`config.mk`:
```
export PLATFORM = sky130hd
export DESIGN_NAME = spc_cfg
export DESIGN_NICKNAME = d
export VERILOG_FILES = /design/src/rtl/spc_pkg.sv /design/src/rtl/spc_cfg.sv
export SDC_FILE = /design/constraint.sdc
export NUM_CORES = 1
export LEC_CHECK = 0
export ABC_CLOCK_PERIOD_IN_PS = 1470
export BUFFER_PORTS_ARGS = -buffer_cell sky130_fd_sc_hd__buf_4
export CAP_MARGIN = 5
export CORE_AREA = 2 2 53 55
export CTS_CLUSTER_DIAMETER = 120
export DETAILED_ROUTE_END_ITERATION = 10
export DIE_AREA = 0 0 55 57
export HOLD_SLACK_MARGIN = 0.05
export PLACE_DENSITY = 0.88
export SYNTH_ARGS = -nofsm -noshare
export SYNTH_HDL_FRONTEND = slang
export SYNTH_SLANG_ARGS = --single-unit
```
`constraint.sdc`:
```
create_clock -name clk_i -period 1.47 [get_ports clk_i]
set_input_delay 0.2205 -clock clk_i [delete_from_list [all_inputs] [get_ports clk_i]]
set_output_delay 0.2205 -clock clk_i [all_outputs]
set_load 0.01 [all_outputs]
```
`src/rtl/spc_pkg.sv`:
```
// Shared types and constants of the string pool compactor.
// Holds the item structs, action and result codes and pool geometry.
// No dependencies.
`timescale 1ns / 1ps

package spc_pkg;

  localparam int unsigned POOL_BYTES = 4096;
  localparam int unsigned AW         = 12;  // pool byte address
  localparam int unsigned LW         = 13;  // lengths and sizes, up to POOL_BYTES

  localparam logic [2:0] A_CLEAR   = 3'd0;
  localparam logic [2:0] A_ALLOC   = 3'd1;
  localparam logic [2:0] A_WRITE   = 3'd2;
  localparam logic [2:0] A_READ    = 3'd3;
  localparam logic [2:0] A_ADD_REF = 3'd4;
  localparam logic [2:0] A_COMPACT = 3'd5;

  localparam logic [2:0] K_ACK     = 3'd0;
  localparam logic [2:0] K_ALLOC   = 3'd1;
  localparam logic [2:0] K_READ    = 3'd2;
  localparam logic [2:0] K_REF     = 3'd3;
  localparam logic [2:0] K_RELOC   = 3'd4;
  localparam logic [2:0] K_DONE    = 3'd5;

  // Word index of the pool_size register on the configuration port.
  localparam logic CFG_IDX_POOL_SIZE = 1'b0;

  typedef struct packed {
    logic [2:0]  action;
    logic [12:0] length;
    logic [11:0] offset;
    logic [7:0]  data_byte;
    logic [15:0] ref_tag;
  } in_item_t;

  typedef struct packed {
    logic [2:0]  kind;
    logic        ok;
    logic [11:0] result_offset;
    logic [7:0]  read_byte;
    logic [15:0] tag_out;
    logic [12:0] freed_bytes;
    logic        last;
  } out_item_t;

  typedef struct packed {
    logic [15:0] tag;
    logic [11:0] off;
    logic [12:0] len;
  } live_ent_t;

endpackage

```
`src/rtl/spc_cfg.sv`:
```
// Configuration register block of the string pool compactor.
// Holds pool_size behind an APB-style port and derives the usable size.
// Depends on spc_pkg.
`timescale 1ns / 1ps

module spc_cfg (
  input  logic        clk_i,
  input  logic        rst_ni,
  input  logic        psel,
  input  logic        penable,
  input  logic        pwrite,
  input  logic [2:0]  paddr,
  input  logic [31:0] pwdata,
  output logic [31:0] prdata,
  output logic        pready,
  output logic [12:0] size_o
);

  logic [12:0] pool_size_q, pool_size_d;
  logic        sel_pool;

  assign pready   = 1'b1;
  assign sel_pool = (paddr[2] == spc_pkg::CFG_IDX_POOL_SIZE);

  always_comb begin
    pool_size_d = pool_size_q;
    if (psel && penable && pwrite && sel_pool) begin
      pool_size_d = pwdata[12:0];
    end
  end

  always_ff @(posedge clk_i or negedge rst_ni) begin
    if (!rst_ni) begin
      pool_size_q <= 13'(spc_pkg::POOL_BYTES);
    end else begin
      pool_size_q <= pool_size_d;
    end
  end

  assign prdata = sel_pool ? {19'd0, pool_size_q} : 32'd0;

  // The register may be set above the physical pool; the usable size is capped.
  assign size_o = (pool_size_q > 13'(spc_pkg::POOL_BYTES)) ? 13'(spc_pkg::POOL_BYTES)
                                                           : pool_size_q;

endmodule

```
; Yosys cells after proc, flatten, opt, wreduce, memory -nomap -nowiden
; Index checks and enable logic that the tools add are counted.
[classes]
add_sub_neg = 0
n_mux = 2
shift = 0
div = 0
bitwise_logic = 1
n_lt_le_gt_ge = 1
reduce_logical = 3
eq_ne = 0
multipliers = 0
[ops]
columns = operator, n
row1 = $mux W13, 2
row2 = $gt A13 B13 Y1 const B, 1
row3 = $logic_and A1 B1 Y1, 3
row4 = $not A1 Y1, 1
[word_totals]
elab_cells = 8
romBits = 0
inputBits = 40
latch_bits = 0
regBits = 13
out_inout_bits = 46
n_memories = 0
mem_bits_rw = 0

; Depth between registers and ports, before layout
[logic_depth]
word_depth = 3
depth_mapped = 3
mapped_depth_nobuf = 2

; Worst setup path after synthesis
; No wires, ideal clock.
[synth_path]
path_type = register -> output
startpoint = register pool_size_q[12]
endpoint = output prdata[12]
slack_ns = 0.199
stages_incl_launch_ff = 3
t_arrival_ns = 1.050
n_path_buf = 1
cell_sequence = dfstp_2 > clkbuf_1 > nor2b_1
[synth_via]
elab_chain_cells = 1
[synth_rtl]
columns = element, line
row1 = "start, declared", spc_cfg.sv:19  ; logic [12:0] pool_size_q, pool_size_d;
row2 = "start signal, assigned", spc_cfg.sv:34  ; pool_size_q <= 13'(spc_pkg::POOL_BYTES);
row3 = "start signal, assigned", spc_cfg.sv:36  ; pool_size_q <= pool_size_d;
row4 = $mux W13, spc_cfg.sv:40  ; assign prdata = sel_pool ? {19'd0, pool_size_q} : 32'd0;
row5 = "end, declared", spc_cfg.sv:14  ; output logic [31:0] prdata,
; Every way passes these cells.

; Worst setup path in the final report
[layout_path]
startpoint = register pool_size_q[12]
endpoint = output size_o[5]
[layout_via]
elab_chain_cells = 2
[layout_rtl]
columns = element, line
row1 = $gt A13 B13 Y1, spc_cfg.sv:43  ; assign size_o = (pool_size_q > 13'(spc_pkg::POOL_BYTES)) ? 13'(spc_pkg::POOL_BYTES)
row2 = $mux W13, spc_cfg.sv:43
row3 = "end, declared", spc_cfg.sv:16  ; output logic [12:0] size_o
; Every way passes these cells.

==> out/summary.txt <==
SETUP PATH
--------------------------------------------------------------------------------------
Worst-case reg-to-reg path depth                                                     2
Worst setup path end                                                         size_o[5]
Combined buffer and inverter count along the critical path                           2
Worst Setup End Kind                                                        output pin
Worst setup path category                                                      reg2out
Delay of the slowest critical-path stage                                       0.62 ns
Critical path startpoint category                                             register
Crit path arrival time                                                         1.20 ns
Critical path peak fanout                                                            5
CP required                                                                    1.25 ns
Total number of cells along the worst setup path                                     3
Slowest stage cell, crit path                                             sky130_fd_sc_hd__dfstp_2
Worst path top cell family by delay                                         flip-flops
Reg-to-reg slack, setup                                                        0.50 ns
Startpoint of the worst register-to-register path                         pool_size_q[12]
Cell repeated most along the worst path                                   sky130_fd_sc_hd__buf_4
Chain of cells forming the critical path                                  buf_4, nor2b_1, buf_4
Capture instance of the worst register-to-register path                   pool_size_q[12]
CP Launch Point                                                           pool_size_q[12]

TIMING
--------------------------------------------------------------------------------------
Shortest period the worst path allows                                          1.42 ns
Unrepaired setup endpoints after global routing                                    yes
Part of the cycle the worst path needs                                           0.969
Final-report max-slew violation count                                                0
Final worst clock skew                                                            0 ns
# setup viols final                                                                  0
Max Clock Freq                                                                 702 MHz
Final count of hold timing violations                                                0

CLOCKING
--------------------------------------------------------------------------------------
Total clock buffers created by CTS                                                   3
Register clock-pin slew on the reported worst setup and hold paths             0.08 ns
H-tree levels                                                                        1
Root buffer cell                                                          sky130_fd_sc_hd__clkbuf_4
Latest clock arrival within the worst-skew pair                                0.26 ns
Sinks on Clock Net                                                                  13
TritonCTS clock tree                                                               yes
Maximum clock insertion buffer count                                                 2

FINISH
--------------------------------------------------------------------------------------
Antenna diode instance count                                                         0
Fill cell instance count of the final layout                                       232
Register with the most flip-flops                                          pool_size_q
Largest registers in the final layout                                     pool_size_q (13)
Layout overhead on the synthesized area                                          38.8%
Final standard cell count with taps included and fillers excluded                  155
Flip-flop count of the largest register after layout                                13
Final instance area                                                         1210 sq um
Final #Nets                                                                        165
Fraction of final layout cells sized beyond drive strength 1                     0.524

GLOBAL ROUTING
--------------------------------------------------------------------------------------
First-pass GRT wire length                                                     2630 um
Antenna violations before repair                                                     0
Pin count of the biggest net entering global routing                                15
Overflow left after global routing                                                   0
Number of global-route vias before repair                                          592
Total global routing track utilization                                           0.114

FLOORPLANNING
--------------------------------------------------------------------------------------
Core region area                                                            2620 sq um
Width of the chip                                                                55 um
Die Area                                                                    3140 sq um
Effective utilization at floorplan                                               0.334
Die H                                                                            57 um
Number of top-level pins                                                            86
Row count                                                                           19

LOGIC SYNTHESIS
--------------------------------------------------------------------------------------
Post-synthesis cell area                                                     875 sq um
Post-Syn Instances                                                                  78
Number of distinct standard cells referenced by the synthesized netlist             11
Sequential share of the synthesized area                                         0.373
Post-Synthesis Mean Instance Area                                           11.2 sq um
Number of warnings printed during yosys synthesis                                    0
Register bit total from synthesis                                                   13

DETAILED ROUTING
--------------------------------------------------------------------------------------
Detailed-route wire length                                                     1690 um
Number of vias after detailed routing                                              636
DRC violations left                                                                  0
Via density per instance                                                          4.10
Starting DRT DRC Count                                                               4
Average wire length per cell after detail routing                              10.9 um
DRT antenna net count                                                                0
Detailed Routing Iterations Pass 1                                                   2

HOLD PATH
--------------------------------------------------------------------------------------
Path class of the lowest-slack min-delay path                                   in2reg

RUN
--------------------------------------------------------------------------------------
Max Cap Viol                                                                         0

POWER AND IR DROP
--------------------------------------------------------------------------------------
Internal Pwr Total                                                              928 uW
Power density of the placed cells                                         1100 nW/um^2
Final Power                                                                    1330 uW
Fraction of power spent switching nets                                           0.303
Sequential group share of total power                                            0.381
Reported leakage power                                                     0.000668 uW
Share of total power in the clock network                                        0.158
Switch Pwr                                                                      404 uW
Portion of total power attributed to combinational logic                         0.462
Highest ir drop seen on vdd                                                   0.699 mV

PLACE
--------------------------------------------------------------------------------------
Count of placed standard cells including taps                                      147
Number of buffers added on ports                                                    44
DP Area                                                                     1140 sq um
Post-DP HPWL                                                                   1270 um
GP Congestion                                                                    0.659

OUTCOME
--------------------------------------------------------------------------------------
Outcome                                                                   finished, final reports clean

## Yosys cell counts (all sizes together)
cell | instances | area share
nor2b | 22 | 0.16
buf | 21 | 0.18
mux2 | 13 | 0.21
dfrtp | 12 | 0.34
and2b | 3 | 0.026
clkbuf | 3 | 0.013
conb | 2 | 0.0086
dfstp | 1 | 0.030
nand4b | 1 | 0.027
## cell families after synthesis
logic type | Yosys count | synth area share
buf+inv | 24 | 0.197
flops | 13 | 0.373
mux | 13 | 0.210
other cells | 2 | 0.00859
simple gates | 26 | 0.210
## cells in the final DEF, fill, tap and decap left out, types with 3 or more instances in the layout
cell / Yosys / final
sky130_fd_sc_hd__mux2_2: 3 / 3
sky130_fd_sc_hd__clkbuf_4: 0 / 3
sky130_fd_sc_hd__nor2b_1: 22 / 22
sky130_fd_sc_hd__mux2_4: 10 / 10
sky130_fd_sc_hd__buf_4: 20 / 45
sky130_fd_sc_hd__and2b_1: 3 / 3
sky130_fd_sc_hd__dfrtp_1: 12 / 12
sky130_fd_sc_hd__conb_1: 2 / 20
## per-layer routing
metal / vias up / wire, um / track usage
met3: 0 / 169 / 0.0262
li1: 298 / - / -
met4: 0 / 0 / 0.0209
met5: - / 0 / 0
met2: 46 / 866 / 0.194
met1: 292 / 657 / 0.145
## worst min-delay path by stage
stage,start,to,slack (ns),cells after the start
final,pwdata[5],pool_size_q[5],0.18,2
after global routing,pwdata[5],pool_size_q[5],0.17,2
after CTS,pwdata[5],pool_size_q[5],0.18,2
after detailed placement,rst_ni,pool_size_q[5],0.07,1
after global placement,rst_ni,pool_size_q[5],0.07,1
after floorplan,rst_ni,pool_size_q[0],-0.08,0
## worst reg2reg max path, cell delays in order, from the launching register on
cell	delay, ns
sky130_fd_sc_hd__dfstp_2	0.62
sky130_fd_sc_hd__buf_4	0.15
sky130_fd_sc_hd__mux2_2	0.15
## power groups by stage
stage          clock network [uW]  logic (uW)  registers, uW
2_1_floorplan                   0         358            486
5_1_grt                       233         664            519
6_report                      210         615            507
3_3_place_gp                    0         542            517
4_1_cts                       214         616            503
3_5_place_dp                    0         553            520
## final cells by class
type	instances	area [sq um]	area share
well taps	31	38.8	0.0320
multi-input cells	59	443	0.365
flip-flops and latches	13	327	0.269
clock buffers	4	26.3	0.0216
repair buffers	48	379	0.312
## stage by stage
stage               hold WS (ns)  utilization  setup slack (ns)  TNS [ns]
floorplan                -0.0751            -             0.199         0
global placement          0.0675        0.435             0.194         0
detailed placement        0.0722        0.435             0.157         0
CTS                        0.181        0.463            0.0554         0
global route               0.168        0.464           -0.0106   -0.0189
finish                     0.181        0.464            0.0453         0
## repair_timing
item                                   4_1_cts  5_1_grt
resized for setup                            0        1
setup buffers                                3        0
setup endpoints to repair                    1        3
endpoints found under the hold margin       13        0
hold buffers                                 1        0
Note: power is estimated with default switching activity, not from simulation.
